==> src/sv/pausable_guest_clock_and_tick_counter_macros.svh <==
// Assertion macros for the pausable guest clock and tick counter.
// Expects signals named clk and rst_n in the module that uses them.
`ifndef PAUSABLE_GUEST_CLOCK_AND_TICK_COUNTER_MACROS_SVH
`define PAUSABLE_GUEST_CLOCK_AND_TICK_COUNTER_MACROS_SVH
`ifndef SYNTHESIS
`define PGCTC_ASSERT_IMP(lbl, ante, cons) \
  lbl: assert property (@(posedge clk) disable iff (!rst_n) (ante) |-> (cons)) \
    else $error("assertion failed");
`define PGCTC_ASSERT_NXT(lbl, ante, cons) \
  lbl: assert property (@(posedge clk) disable iff (!rst_n) (ante) |=> (cons)) \
    else $error("assertion failed");
`else
`define PGCTC_ASSERT_IMP(lbl, ante, cons)
`define PGCTC_ASSERT_NXT(lbl, ante, cons)
`endif
`endif

==> src/sv/pgctc_pkg.sv <==
// Shared types and constants for the pausable guest clock and tick counter.
// No dependencies.
`default_nettype none
package pgctc_pkg;
  localparam int COUNTER_BITS_DEF = 20;
  localparam int MODE_W = 4;
  localparam int IN_DATA_W = 192;
  localparam int OUT_DATA_W = 72;
  localparam logic [MODE_W-1:0] MODE_COUNT = 4'd12;

  typedef enum logic [MODE_W-1:0] {
    OP_RD_TICKS, OP_RD_CLOCK, OP_ENABLE, OP_DISABLE, OP_WIN_OPEN, OP_WIN_CLOSE,
    OP_LOOP_ENTER, OP_LOOP_EXIT, OP_EXEC_ENTER, OP_EXEC_EXIT, OP_ARM, OP_LOCK, OP_NONE
  } op_t;

  typedef struct packed {
    op_t         op;
    logic [62:0] host_ns;
    logic [62:0] host_ticks;
    logic [63:0] rate;
  } item_t;
endpackage
`default_nettype wire

==> src/sv/pgctc_front.sv <==
// Front end: registers an incoming word and decodes its mode into an operation.
// Depends on pgctc_pkg.
`default_nettype none
module pgctc_front import pgctc_pkg::*; (
  input  wire logic                 clk,
  input  wire logic                 rst_n,
  input  wire logic                 in_tvalid,
  output logic                      in_tready,
  input  wire logic [IN_DATA_W-1:0] in_tdata,
  input  wire logic [MODE_W-1:0]    in_tuser,
  input  wire logic                 q_ready,
  output logic                      q_push,
  output item_t                     q_item
);
  logic  v_r;
  item_t item_r;
  item_t item_nxt;

  assign in_tready = !v_r || q_ready;
  assign q_push    = v_r;
  assign q_item    = item_r;

  always_comb begin
    item_nxt.host_ns    = in_tdata[62:0];
    item_nxt.host_ticks = in_tdata[125:63];
    item_nxt.rate       = in_tdata[189:126];
    if (in_tuser < MODE_COUNT) begin
      item_nxt.op = op_t'(in_tuser);
    end else begin
      item_nxt.op = OP_NONE;
    end
  end

  always_ff @(posedge clk) begin
    if (!rst_n) begin
      v_r <= 1'b0;
    end else if (in_tready) begin
      v_r <= in_tvalid;
    end
  end

  always_ff @(posedge clk) begin
    if (in_tready && in_tvalid) begin
      item_r <= item_nxt;
    end
  end
endmodule
`default_nettype wire

==> config.mk <==
export PLATFORM = sky130hd
export DESIGN_NAME = pgctc_front
export DESIGN_NICKNAME = d
export VERILOG_FILES = /design/src/sv/pausable_guest_clock_and_tick_counter_macros.svh /design/src/sv/pgctc_pkg.sv /design/src/sv/pgctc_front.sv
export SDC_FILE = /design/constraint.sdc
export NUM_CORES = 1
export LEC_CHECK = 0
export ABC_AREA = 1
export BUFFER_PORTS_ARGS = -buffer_cell sky130_fd_sc_hd__buf_4
export CORE_AREA = 2 2 154 156
export CTS_CLUSTER_SIZE = 14
export DETAILED_ROUTE_END_ITERATION = 10
export DIE_AREA = 0 0 156 158
export REMOVE_ABC_BUFFERS = 1
export SETUP_SLACK_MARGIN = 0.4
export SYNTH_ARGS = -nofsm -noshare
export SYNTH_HDL_FRONTEND = slang
export SYNTH_SLANG_ARGS = --single-unit
==> constraint.sdc <==
create_clock -name clk -period 10.6 [get_ports clk]
set_clock_uncertainty 0.1 [all_clocks]
set_input_delay 0.53 -clock clk [delete_from_list [all_inputs] [get_ports clk]]
set_output_delay 0.53 -clock clk [all_outputs]
set_load 0.02 [all_outputs]
==> results.py <==
metrics = {
    "outcome": {
        "status": "finished clean",
    },
    "pwr": {
        "p_leak_uw": 0.00409,
        "power_frac_clock_pct": 35.2,
        "pwr-share-comb_pct": 11.7,
        "sequentialPowerShare_pct": 53.2,
        "ir_drop_uv": 100,
        "internal-power_uw": 1310,
        "power_density_nw_per_um2": 176,
        "p_switching_uw": 414,
        "swShare_pct": 24.1,
    },
    "place": {
        "dp_cells": 889,
        "gp_congestion": 0.756,
        "dp_hpwl_um": 11800,
        "io_buffers": 393,
    },
    "clocking": {
        "postCtsResizedCells": 0,
        "postCtsHoldBufs": 0,
        "cts_setup_buffers": 0,
        "clkSlewWorstSetupHoldPaths_ns": 0.08,
        "cts_tree": "yes",
        "cts_buffers": 17,
        "clk_path_buf_depth": 2,
        "cts_root_buffer": "clkbuf_16",
        "cts.sinks": 195,
        "htree_num_levels": 4,
        "worstSkewPairLatency_ns": 0.42,
    },
    "setup_path": {
        "timing.rr.start": "q_push",
        "r2r_setup_slack_ns": 8.16,
        "crit_type": "flip-flop to flip-flop",
        "endpoint_kind": "flip-flop",
        "cp.arrival_ns": 2.37,
        "r2r-end": "q_item[4]",
        "crit_path_start": "q_push",
        "ff2ff_path_depth": 3,
        "critPathMaxFanout": 76,
        "cp.required_ns": 10.54,
        "crit_end": "q_item[4]",
        "worst_setup_path_start_kind": "flip-flop",
    },
    "route": {
        "drt_iter0_drc": 124,
        "drtAntennaViolNets": 0,
        "wl_per_cell_um": 16.9,
        "drt-pass1-iter-count": 4,
        "wl_um": 15500,
        "vias": 3605,
        "drcViolationCount": 0,
        "avgViaCountPerCell": 3.92,
    },
    "global_route": {
        "overflow": 0,
        "antenna_found_initial": 0,
        "grt_pass1_wl_um": 21100,
        "gr-usage-all-layers_pct": 11.7,
        "grt_max_degree": 86,
        "grt_pass1_vias": 3784,
    },
    "floorplanning": {
        "rows": 56,
        "die_w_um": 156,
        "coreArea_um2": 23100,
        "start_util_pct": 25.6,
        "io_pins": 396,
        "dieArea_um2": 24600,
        "die_h_um": 158,
    },
    "final_layout": {
        "layout_commonest_cell": "buf_4",
        "diodes": 0,
        "syn2layout_area_growth_pct": 65.9,
        "drive_gt1_share_pct": 68.2,
        "final_cell_mix": "396 x buf_4, 194 x edfxtp_1, 17 x clkbuf_16, 5 x clkinv_4",
        "nNetsFinal": 818,
        "fin_cells": 919,
    },
    "logic_synthesis": {
        "syn_inst": 205,
        "synth_top_area_share_pct": 98.7,
        "netlist_area_um2": 5900,
        "synth_seq_cells": 195,
        "ys_warn_count": 0,
        "synth_area_per_cell_um2": 28.8,
        "synth_top_area_cell": "edfxtp_1",
        "synth.distinct_cells": 9,
        "synth_area_leaders": "edfxtp_1 99%, dfxtp_1 0.34%, a21boi_0 0.25%",
        "ys_seq_area_share_pct": 99.1,
    },
    "sta": {
        "finalSetupTns_ns": 0,
        "finalSetupViolCount": 0,
        "finalMaxSlewViolations": 0,
        "tightestPinTransition_ns": 1.06,
        "fmax_mhz": 411,
        "hold_violations": 0,
        "period_needed_ns": 2.44,
        "slew-limit-headroom_pct": 29.5,
        "fin_crit_sh_pct": 23.0,
        "rsz0062_at_grt": "false",
        "holdWs_ns": 0.180,
    },
    "hold_path": {
        "min_path_type": "input port to flip-flop",
    },
    "run": {
        "cap_violations": 0,
    },
}
-- critical path, cell delays in order, from the launching register on --
cell and delay, ns:
dfxtp_1 0.36, a21oi_4 0.34, buf_4 0.39, buf_4 0.79
-- flip-flops by register name (all words and copies together) (netlist names) --
register	count
q_item	194
q_push	1
-- metal layers --
metal	GRT usage [%]	part of all wire, %	routed length [µm]
met1	12.7	36	5550
met5	0	0	0
met2	20.6	53	8160
met3	4.43	10	1590
met4	4.72	1.5	235
-- area by class of cell --
type	instances	area [µm²]
clock buffer	17	425
clock inverter	13	124
fill	2099	13300
inverter	3	11.3
multi-input combinational	5	46.3
sequential	195	5850
tap	290	363
timing repair buffer	396	2970
-- cell families (layout without fill, tap and decap cells) --
group | Yosys count | in the layout | synth area share [%]
compound gates | 4 | 4 | 0.488
buf+inv | 5 | 429 | 0.318
flops | 195 | 195 | 99.1
simple gates | 1 | 1 | 0.106
-- power groups by stage --
stage	sequential (µW)	combinational, µW	clock [µW]
after floorplan	1000	14.5	0
after global placement	932	200	0
after detailed placement	934	204	0
after CTS	917	204	628
after global routing	921	211	659
final	916	201	606
-- through the flow --
stage	instance area, µm²	worst slack [ns]	power (µW)	utilization (%)
after detailed placement	9240	7.87	1140	40.1
final	9790	8.16	1720	42.5
after global routing	9790	8.00	1790	42.5
after global placement	9240	7.99	1130	40.1
after floorplan	5890	-0.222	1020	-
after CTS	9790	8.15	1750	42.5
-- worst min path at each step --
stage / from / endpoint / cells past startpoint
global route: in_tdata[51] / q_item[178] / 1
CTS: in_tdata[97] / q_item[98] / 1
floorplan: in_tdata[126] / q_item[0] / 0
global placement: q_push / q_push / 2
finish: in_tdata[106] / q_item[107] / 1
detailed placement: q_push / q_push / 2
-- Yosys cell counts, drive strengths merged --
cell type  number
nand2           1
clkbuf          2
dfxtp           1
inv             3
a21oi           2
edfxtp        194
a21boi          2
Note: power is estimated with default switching activity, not from simulation.
