**config.mk**
```make
export PLATFORM = sky130hd
export DESIGN_NAME = pgctc_queue
export DESIGN_NICKNAME = d
export VERILOG_FILES = /design/src/sv/pausable_guest_clock_and_tick_counter_macros.svh /design/src/sv/pgctc_pkg.sv /design/src/sv/pgctc_queue.sv
export SDC_FILE = /design/constraint.sdc
export NUM_CORES = 1
export LEC_CHECK = 0
export BUFFER_PORTS_ARGS = -buffer_cell sky130_fd_sc_hd__buf_2
export CAP_MARGIN = 20
export CORE_AREA = 2 2 180 165
export DETAILED_ROUTE_END_ITERATION = 6
export DIE_AREA = 0 0 182 167
export GPL_TIMING_DRIVEN = 0
export PLACE_DENSITY = 0.81
export SYNTH_ARGS = -nofsm -noshare
export SYNTH_HDL_FRONTEND = slang
export SYNTH_SLANG_ARGS = --single-unit
```
**constraint.sdc**
```tcl
create_clock -name clk -period 8.47 [get_ports clk]
set_input_delay 1.2705 -clock clk [delete_from_list [all_inputs] [get_ports clk]]
set_output_delay 1.2705 -clock clk [all_outputs]
set_load 0.1 [all_outputs]
```
**src/sv/pausable_guest_clock_and_tick_counter_macros.svh**
```systemverilog
// Assertion macros for the pausable guest clock and tick counter.
// Expects signals named clk and rst_n in the module that uses them.
`ifndef PAUSABLE_GUEST_CLOCK_AND_TICK_COUNTER_MACROS_SVH
`define PAUSABLE_GUEST_CLOCK_AND_TICK_COUNTER_MACROS_SVH
`ifndef SYNTHESIS
`define PGCTC_ASSERT_IMP(lbl, ante, cons) \
  lbl: assert property (@(posedge clk) disable iff (!rst_n) (ante) |-> (cons)) \
    else $error("assertion failed");
`define PGCTC_ASSERT_NXT(lbl, ante, cons) \
  lbl: assert property (@(posedge clk) disable iff (!rst_n) (ante) |=> (cons)) \
    else $error("assertion failed");
`else
`define PGCTC_ASSERT_IMP(lbl, ante, cons)
`define PGCTC_ASSERT_NXT(lbl, ante, cons)
`endif
`endif

```
**src/sv/pgctc_pkg.sv**
```systemverilog
// Shared types and constants for the pausable guest clock and tick counter.
// No dependencies.
`default_nettype none
package pgctc_pkg;
  localparam int COUNTER_BITS_DEF = 20;
  localparam int MODE_W = 4;
  localparam int IN_DATA_W = 192;
  localparam int OUT_DATA_W = 72;
  localparam logic [MODE_W-1:0] MODE_COUNT = 4'd12;

  typedef enum logic [MODE_W-1:0] {
    OP_RD_TICKS, OP_RD_CLOCK, OP_ENABLE, OP_DISABLE, OP_WIN_OPEN, OP_WIN_CLOSE,
    OP_LOOP_ENTER, OP_LOOP_EXIT, OP_EXEC_ENTER, OP_EXEC_EXIT, OP_ARM, OP_LOCK, OP_NONE
  } op_t;

  typedef struct packed {
    op_t         op;
    logic [62:0] host_ns;
    logic [62:0] host_ticks;
    logic [63:0] rate;
  } item_t;
endpackage
`default_nettype wire

```
**src/sv/pgctc_queue.sv**
```systemverilog
// Two-entry queue between the front end and the execution back end.
// Depends on pgctc_pkg.
`default_nettype none
module pgctc_queue import pgctc_pkg::*; (
  input  wire logic  clk,
  input  wire logic  rst_n,
  input  wire logic  push,
  input  wire item_t push_item,
  output logic       push_ready,
  output logic       pop_valid,
  output item_t      pop_item,
  input  wire logic  pop
);
  item_t      mem [2];
  logic       wr_r, rd_r;
  logic [1:0] cnt_r;
  logic       do_push;

  assign push_ready = (cnt_r != 2'd2);
  assign pop_valid  = (cnt_r != 2'd0);
  assign pop_item   = mem[rd_r];
  assign do_push    = push && push_ready;

  always_ff @(posedge clk) begin
    if (do_push) begin
      mem[wr_r] <= push_item;
    end
  end

  always_ff @(posedge clk) begin
    if (!rst_n) begin
      wr_r  <= 1'b0;
      rd_r  <= 1'b0;
      cnt_r <= 2'd0;
    end else begin
      if (do_push) wr_r <= !wr_r;
      if (pop) rd_r <= !rd_r;
      cnt_r <= cnt_r + {1'b0, do_push} - {1'b0, pop};
    end
  end
endmodule
`default_nettype wire

```
==> results.md, run 1 <==
* Leak pwr at 7.37 nW
* DR WL/cell at approximately 21 um
* Full die area at ~0.030 mm^2
* Synth Register Bits at 393
* Required time of the critical path at approximately 7.2 ns
* Final hold viol count at 0
* Synth async-reset ratio at 0
* Vias in the first global route at approximately 7,900
* Routed vias at 7,511
* Netlist Area Pre-Place at ~0.015 mm^2
* Area Overhead vs Synth at 25.0%
* CP Capture Type: output port
* Multi-input combinational cell area at just under 0.003 mm^2
* Clock sinks at a little under 400
* Final WL at slightly above 30 mm
* Ys flop type: edfxtp_1
* Relative slew margins at 0.352
* Final Cycle Share at 0.387
* Startpoint Class: flip-flop
* Die width at 182 um
* Post-synth EDFFs at approximately 390
* Nets at between 1,000 and 1,500
* Hold-fix buffers, CTS at 0
* Cell area power density at between 200 and 300 mW/mm^2
* Postcts setup bufs at 0
* Routed vias/inst at between 5 and 6
* Count of final setup violators at 0
* Initial antenna violation count at 8
* F_max at between 0.3 and 0.4 GHz
* Synth Net Count at just over 800
* Worst hold path type: reg2reg
* DRC Markers at 0
* Post-DRT Antenna Nets at 0
* Post-Synthesis Cells at roughly 630
* Slowest CP cell: mux2_4
* Post-Route Skew at between 0.01 and 0.015 ns
* Gr usage total at 0.193
* Crit Path Max Fanout at 10
* Die H at around 170 um
* FF/Latch Area at about 0.012 mm^2
* Sequential cell area fraction in the yosys report at 0.787
* PortBufs at between 300 and 400
* Worst-Skew Late Latency at roughly 0.51 ns
* Core area at 0.0285 mm^2
* Layout cell share with drive strength beyond 1 at 0.611
* FP Rows at 59
* Clock buffer depth at 3
* Pins over their slew limit at 0
* Commonest non-fill, non-tap cell in the layout: buf_2
* Layout Cells excl Fill at 1,469
* GPL Wtd Cong at between 0.7 and 0.8
* Root Buffer: clkbuf_16
* VDD IR max at about 0.00024 V
* Most frequent cells in the layout: buf_2, edfxtp_1, mux2_4
* Measured slew at the worst slew-check pin at between 0.9 and 1 ns
* Grt ovf at 0
* CP arrival at roughly 2.0 ns
* IO Pins at 394
* Syn avg cell area at 23.6 um^2
* Dpl cells at 1,395
* First-pass DRT Iterations at 6
* First-pass GRT wire length at around 45 mm
* Reg2Reg Setup Slack at 6.21 ns
* Post-route total power at about 0.0055 W
* Cell area after layout at 0.0187 mm^2
* DP Wirelength at roughly 20 mm
* Status: completed
* Top cell by count, worst path: buf_6
* Crit path kind: reg2out
* Placed instance area at ~0.017 mm^2
* DRT iter0 DRCs at approximately 430
* RSZ-0062 raised after global routing: no
* Ys Warns at 0
* Slowest cell delay on critical path at about 0.33 ns
* Number of CTS-inserted buffers at 39
* Number of fill cells in the layout at ~1,900
* Max Cap Violations at 0
* H-Tree Depth at 2
* Starting Density at 0.524
* Period minus WS final at 3.28 ns
* Cell Chain, Critical Path: buf_6 > buf_6 > buf_6 > mux2_4 > buf_2
* Clock-pin slew on the worst setup and hold paths at 0.06 ns
* Largest net degree at the start of global routing at roughly 120
* Post-synth cell types at 25
* Post-CTS Resized at 0
* CTS tree: built
[area by class of cell]
cell class                      count  share of cell area
Timing Repair Buffer              397               0.111
Sequential cell                   393               0.629
Antenna cell                        5            0.000670
Tap cell                          366              0.0245
Clock buffer                       54              0.0580
Buffer                             22              0.0125
Inverter                            2            0.000804
Multi-Input combinational cell    215               0.158
Clock inverter                     15             0.00483
[cell usage after synthesis (2+ instances only)]
cell type  count  area share
and2_1         3      0.0013
mux2_2        34       0.026
dfxtp_1        5      0.0067
buf_6         18       0.014
edfxtp_1     388        0.78
nand3b_1       2      0.0010
inv_1          2     0.00050
nand2_1        2     0.00050
buf_2          3      0.0010
mux2_4       160        0.16
[routing by layer]
metal,track usage,routed length (um),share of wire
met1,0.213,10800,0.36
met2,0.334,15200,0.50
met3,0.0853,3260,0.11
met4,0.0673,906,0.030
met5,0,35,0.0012
[worst max-delay path: cells and delay by family (launching register included)]
family | cells | cell delay (ns)
buf+inv | 4 | 0.85
flops | 1 | 0.32
mux | 1 | 0.33
[cell families after synthesis]
family / Yosys count / share of synthesized area
compound gates: 5 / 0.00302
xor+xnor: 2 / 0.00117
fa+ha+maj: 1 / 0.000838
buf+inv: 24 / 0.0161
flops: 393 / 0.787
mux: 195 / 0.187
simple gates: 12 / 0.00494
[through the flow]
stage          utilization  setup TNS [ns]  hold slack [ns]  setup slack (ns)
2_1_floorplan            -               0            0.529              2.06
3_3_place_gp         0.609          -73.66            0.541            -0.395
3_5_place_dp         0.614               0            0.570              5.27
4_1_cts              0.655               0            0.588              5.14
5_1_grt              0.655               0            0.606              5.13
6_report             0.655               0            0.588              5.19
[flip-flops by register name (all words and copies together) (netlist names), named ones only]
| register | flops |
|---|---|
| mem | 388 |
| rd_r | 1 |
| wr_r | 1 |
| cnt_r | 2 |
[report_power, final]
part | switching, W | total [W] | internal (W) | leakage [nW]
Sequential | 0.0000416 | 0.00237 | 0.00233 | 3.66
Combinational | 0.00122 | 0.00155 | 0.000328 | 3.13
Clock | 0.000682 | 0.00158 | 0.000897 | 0.575
[worst paths after layout]
kind / startpoint / end / depth (start not counted)
setup / recovery: flip-flop / pop_item[190] / 5
setup reg to reg: cnt_r[0] / mem[0][81] / 4
hold reg to reg: rd_r / rd_r / 2
hold / removal: rd_r / rd_r / 2
(Power assumes the default switching activity.)
==> inputs of run 2 (changes only) <==
Settings changed: CORE_AREA 2 2 180 165 to 2 2 191 175, DIE_AREA 0 0 182 167 to 0 0 193 177, PLACE_DENSITY 0.81 to 0.77.
Clock period 8.47 ns to 2.8 ns, I/O delays scaled along.
==> results.md, run 2 (same netlist as run 1, synthesis figures left out) <==
* Status: completed
* Startpoint Class: flip-flop
* VDD IR max at 0.000698 V (+200%)
* CP arrival at 2.05 ns (+0.04 ns)
* Commonest non-fill, non-tap cell in the layout: buf_2
* Hold-fix buffers, CTS at 0 (unchanged)
* Measured slew at the worst slew-check pin at 0.539 ns (-0.432 ns)
* DRT iter0 DRCs at 302 (-29%)
* Largest registers: mem: 388 flops, cnt_r: 2 flops
* Required time of the critical path at 2.38 ns (-4.82 ns)
* Clock-pin slew on the worst setup and hold paths at 0.06 ns (about the same)
* Cell area power density at 895 mW/mm^2 (+200%)
* Clock sinks at 393 (unchanged)
* Post-Route Skew at 0.0167 ns (+0.00431 ns)
* F_max at about 0.40 GHz
* Die width at 193 um (+6.0%)
* Vias in the first global route at 7,814 (-1.7%)
* Final hold viol count at 0 (unchanged)
* H-Tree Depth at 2 (unchanged)
* Most frequent cells in the layout: buf_2, edfxtp_1, mux2_4
* First-pass DRT Iterations at 5 (-1)
* Final WL at 30.3 mm (+0.28%)
* Number of fill cells in the layout at 2,426 (+27%)
* PortBufs at 393 (unchanged)
* Die H at 177 um (+6.0%)
* First-pass GRT wire length at 43.5 mm (-2.6%)
* Grt ovf at 0 (unchanged)
* Gr usage total at 0.170 (-0.0232)
* DP Wirelength at 21.2 mm (+4.0%)
* Max reg flops at 388 (unchanged)
* CP Capture Type: output port
* Worst-Skew Late Latency at 0.53 ns (+0.02 ns)
* Root Buffer: clkbuf_16
* Initial antenna violation count at 6 (-2)
* DRC Markers at 0 (unchanged)
* Max Cap Violations at 0 (unchanged)
* Starting Density at 0.462 (-0.0620)
* Postcts setup bufs at 0 (unchanged)
* Period minus WS final at about 2.5 ns
* GPL Wtd Cong at 0.745 (-3.9%)
* Relative slew margins at 0.643 (+0.291)
* CTS tree: built
* FP Rows at 63 (+6.8%)
* Crit path kind: reg2out
* Routed vias/inst at 4.86 (-5.0%)
* Setup TNS Final at 0 ns (unchanged)
* IO Pins at 394 (unchanged)
* Crit Path Max Fanout at 10 (unchanged)
* Full die area at 0.0342 mm^2 (+12%)
* Core area at 0.0323 mm^2 (+13%)
* RSZ-0062 raised after global routing: no
* Final Cycle Share at 0.883
* Worst hold path type: in2reg
* Worst hold slack at 0.0706 ns (-0.517 ns)
* Number of CTS-inserted buffers at 41 (+5.1%)
* Most flops, register: mem
* Layout cell share with drive strength beyond 1 at 0.618 (+0.00678)
* Pins over their slew limit at 0 (unchanged)
* Largest net degree at the start of global routing at 66 (-47%)
* Post-CTS Resized at 0 (unchanged)
* Clock buffer depth at 3 (unchanged)
* DR WL/cell at 19.7 um (-3.9%)
* Nets at 1,275 (+0.47%)
* Post-DRT Antenna Nets at 0 (unchanged)
* Count of final setup violators at 0 (unchanged)
* Area Overhead vs Synth at 26.5%
* Routed vias at 7,444 (-0.89%)
* Leak pwr at 7.42 nW (+0.78%)
[run 2: final timing paths]
path	from	endpoint	cells after the start	slack [ns]
hold / removal	push_item[176]	mem[1][176]	1	0.07
hold reg to reg	rd_r	flip-flop	2	0.58
setup / recovery	flip-flop	pop_item[54]	5	0.33
setup reg to reg	cnt_r[0]	mem[0][118]	6	0.57
[run 2: cell type report]
type	count	area (um^2)	area share
diodes	4	10.0	0.000530
plain buffers	22	233	0.0123
clock buffers	52	1130	0.0598
clock inverters	22	124	0.00656
inverters	2	11.3	0.000596
multi-input cells	215	2960	0.156
flip-flops and latches	393	11800	0.622
well taps	422	528	0.0279
repair buffers	401	2150	0.114
[run 2: metrics by stage]
| stage | power (W) | setup slack [ns] | cells | util | cell area [um^2] |
|---|---|---|---|---|---|
| final | 0.0169 | 0.328 | 1533 | 0.585 | 18900 |
| after global routing | 0.0175 | 0.226 | 1531 | 0.585 | 18900 |
| after CTS | 0.0171 | 0.245 | 1529 | 0.584 | 18900 |
| after detailed placement | 0.0120 | 0.453 | 1455 | 0.546 | 17600 |
| after global placement | 0.0120 | -2.93 | 1447 | 0.540 | 17400 |
| after floorplan | 0.0113 | -1.33 | 632 | - | 15000 |
[run 2: report_power, final]
part	internal, W	switching, W	total (W)
Clock	0.00286	0.00216	0.00502
Sequential	0.00705	0.000122	0.00717
Combinational	0.00103	0.00369	0.00471
[run 2: metal layers]
metal  global-route usage  part of all wire  routed length, um  vias to the layer above
met3               0.0684              0.10               3150                       69
li1                     -                 -                  -                     3431
met5                    0           0.00069                 21                        -
met4               0.0612             0.030                907                        4
met2                0.294              0.50              15000                      308
met1                0.190              0.37              11200                     3632
[run 2: worst max-delay path, stage by stage, from the launching register on]
cell	delay, ns
dfxtp_1	0.33
buf_6	0.12
buf_8	0.19
buf_6	0.23
mux2_4	0.33
buf_2	0.30
==> inputs of run 3 (changes only) <==
Settings changed: RECOVER_POWER from default to 25.
==> results.md, run 3 (same netlist as run 1, synthesis figures left out) <==
* Status: completed
* Die H at 177 um (unchanged)
* Clock sinks at 393 (unchanged)
* Slowest cell delay on critical path at 0.33 ns (about the same)
* Net Sw Frac at 0.353 (about the same)
* Final Cycle Share at 0.883 (about the same)
* Period minus WS final at 2.47 ns (+0.000520 ns)
* Cell Chain, Critical Path: buf_6 > buf_8 > buf_6 > mux2_4 > buf_2
* Most frequent cells in the layout: edfxtp_1, buf_2, mux2_4
* FP Rows at 63 (unchanged)
* Part of the power in registers at 0.424 (about the same)
* DRC Markers at 0 (unchanged)
* Leak pwr at 7.32 nW (-1.4%)
* Routed vias/inst at 4.85 (about the same)
* Startpoint Class: flip-flop
* Vias in the first global route at 7,814 (unchanged)
* Initial antenna violation count at 5 (-1)
* Most flops, register: mem
* F_max at 0.404 GHz (about the same)
* Grt ovf at 0 (unchanged)
* Largest registers: mem: 388 flops, cnt_r: 2 flops
* Pins over their slew limit at 0 (unchanged)
* First-pass DRT Iterations at 4 (-1)
* Clk pwr share at 0.297 (about the same)
* RSZ-0062 raised after global routing: no
* Area Overhead vs Synth at 26.2%
* First-pass GRT wire length at 43.5 mm (unchanged)
* Slowest CP cell: dfxtp_1
* Core area at 0.0323 mm^2 (unchanged)
* P_int at 0.0109 W (about the same)
* Post-DRT Antenna Nets at 0 (unchanged)
* PortBufs at 393 (unchanged)
* Die width at 193 um (unchanged)
* Cell area after layout at 0.0188 mm^2 (-0.26%)
* Crit Path Max Fanout at 10 (unchanged)
* VDD IR max at 0.000695 V (-0.49%)
* Starting Density at 0.462 (unchanged)
* Final WL at 30.2 mm (about the same)
* Max Cap Violations at 0 (unchanged)
* Top cell by count, worst path: buf_6
* FF/Latch Area at 0.0118 mm^2 (unchanged)
* CP Capture Type: output port
* Root Buffer: clkbuf_16
* Postcts setup bufs at 0 (unchanged)
* Layout cell share with drive strength beyond 1 at 0.584 (-0.0343)
* Combinational share of power at 0.278 (about the same)
* Hold-fix buffers, CTS at 0 (unchanged)
* NetSw at 0.00597 W (about the same)
* Final core utilization at 0.583 (-0.00155)
* Worst-Skew Late Latency at 0.53 ns (about the same)
* Post-Route Skew at 0.0169 ns (+0.000271 ns)
* Relative slew margins at 0.642 (about the same)
* Max reg flops at 388 (unchanged)
* DR WL/cell at 19.7 um (about the same)
* DP Wirelength at 21.2 mm (unchanged)
* Largest net degree at the start of global routing at 66 (unchanged)
* Dpl cells at 1,455 (unchanged)
* Measured slew at the worst slew-check pin at 0.540 ns (+0.000612 ns)
* Full die area at 0.0342 mm^2 (unchanged)
* Nets at 1,275 (unchanged)
* Number of CTS-inserted buffers at 41 (unchanged)
* Routed vias at 7,432 (-0.16%)
* GPL Wtd Cong at 0.745 (unchanged)
* IO Pins at 394 (unchanged)
* DRT iter0 DRCs at 298 (-1.3%)
* Multi-input combinational cell area at 0.00296 mm^2 (unchanged)
* Commonest non-fill, non-tap cell in the layout: edfxtp_1
* Worst hold path type: in2reg
* Layout Cells excl Fill at 1,532 (-0.065%)
* Required time of the critical path at 2.38 ns (about the same)
* Post-CTS Resized at 0 (unchanged)
* Number of fill cells in the layout at 2,452 (+1.1%)
* H-Tree Depth at 2 (unchanged)
* Final hold viol count at 0 (unchanged)
* CP arrival at 2.05 ns (about the same)
* Gr usage total at 0.170 (unchanged)
* Crit path kind: reg2out
* Cell area power density at 897 mW/mm^2 (+0.20%)
* Clock-pin slew on the worst setup and hold paths at 0.06 ns (about the same)
* CTS tree: built
* Placed instance area at 0.0176 mm^2 (unchanged)
* Count of final setup violators at 0 (unchanged)
* Clock buffer depth at 3 (unchanged)
-- run 3: cell types whose count changed in the layout (fill, tap and decap cells not counted) --
cell and delta:
buf_2 -38, clkbuf_1 +38, diode_2 -1
-- run 3: power by group through the flow --
stage                     sequential (W)  clock [W]  combinational [W]
after floorplan                  0.00732          0            0.00397
after global placement           0.00737          0            0.00464
after detailed placement         0.00730          0            0.00474
after CTS                        0.00718    0.00516            0.00475
after global routing             0.00721    0.00539            0.00487
final                            0.00717    0.00502            0.00471
-- run 3: per-stage QoR --
stage	hold WS, ns	power [W]	setup slack, ns	setup TNS (ns)
5_1_grt	0.0423	0.0175	0.226	0
6_report	0.0706	0.0169	0.328	0
2_1_floorplan	0.519	0.0113	-1.33	-407.18
3_5_place_dp	0.579	0.0120	0.453	0
3_3_place_gp	0.569	0.0120	-2.93	-927.69
4_1_cts	0.0374	0.0171	0.245	0
-- run 3: worst max-delay path: cells and delay by family, from the launching register on --
family,cells,cell delay (ns)
flip-flops,1,0.33
buffers and inverters,4,0.84
multiplexers,1,0.33
-- run 3: routing by layer --
metal | vias to the layer above | routed length, um | track usage
li1 | 3430 | - | -
met5 | - | 21 | 0
met2 | 313 | 15000 | 0.294
met1 | 3616 | 11000 | 0.190
met4 | 4 | 912 | 0.0612
met3 | 69 | 3240 | 0.0684
-- run 3: worst paths after layout --
| check | from | slack (ns) | cells after the start | endpoint |
|---|---|---|---|---|
| worst max register to register | cnt_r[0] | 0.57 | 6 | mem[0][43] |
| worst min-delay path | push_item[176] | 0.07 | 1 | mem[1][176] |
| worst max-delay path | flip-flop | 0.33 | 5 | pop_item[54] |
| worst min register to register | rd_r | 0.58 | 2 | flip-flop |
-- run 3: final cells by class --
| cell class | count | share of cell area |
|---|---|---|
| well taps | 422 | 0.0280 |
| clock inverters | 22 | 0.00657 |
| clock buffers | 52 | 0.0600 |
| diodes | 3 | 0.000398 |
| plain buffers | 22 | 0.0123 |
| multi-input cells | 215 | 0.157 |
| repair buffers | 401 | 0.112 |
| inverters | 2 | 0.000598 |
| flip-flops and latches | 393 | 0.624 |
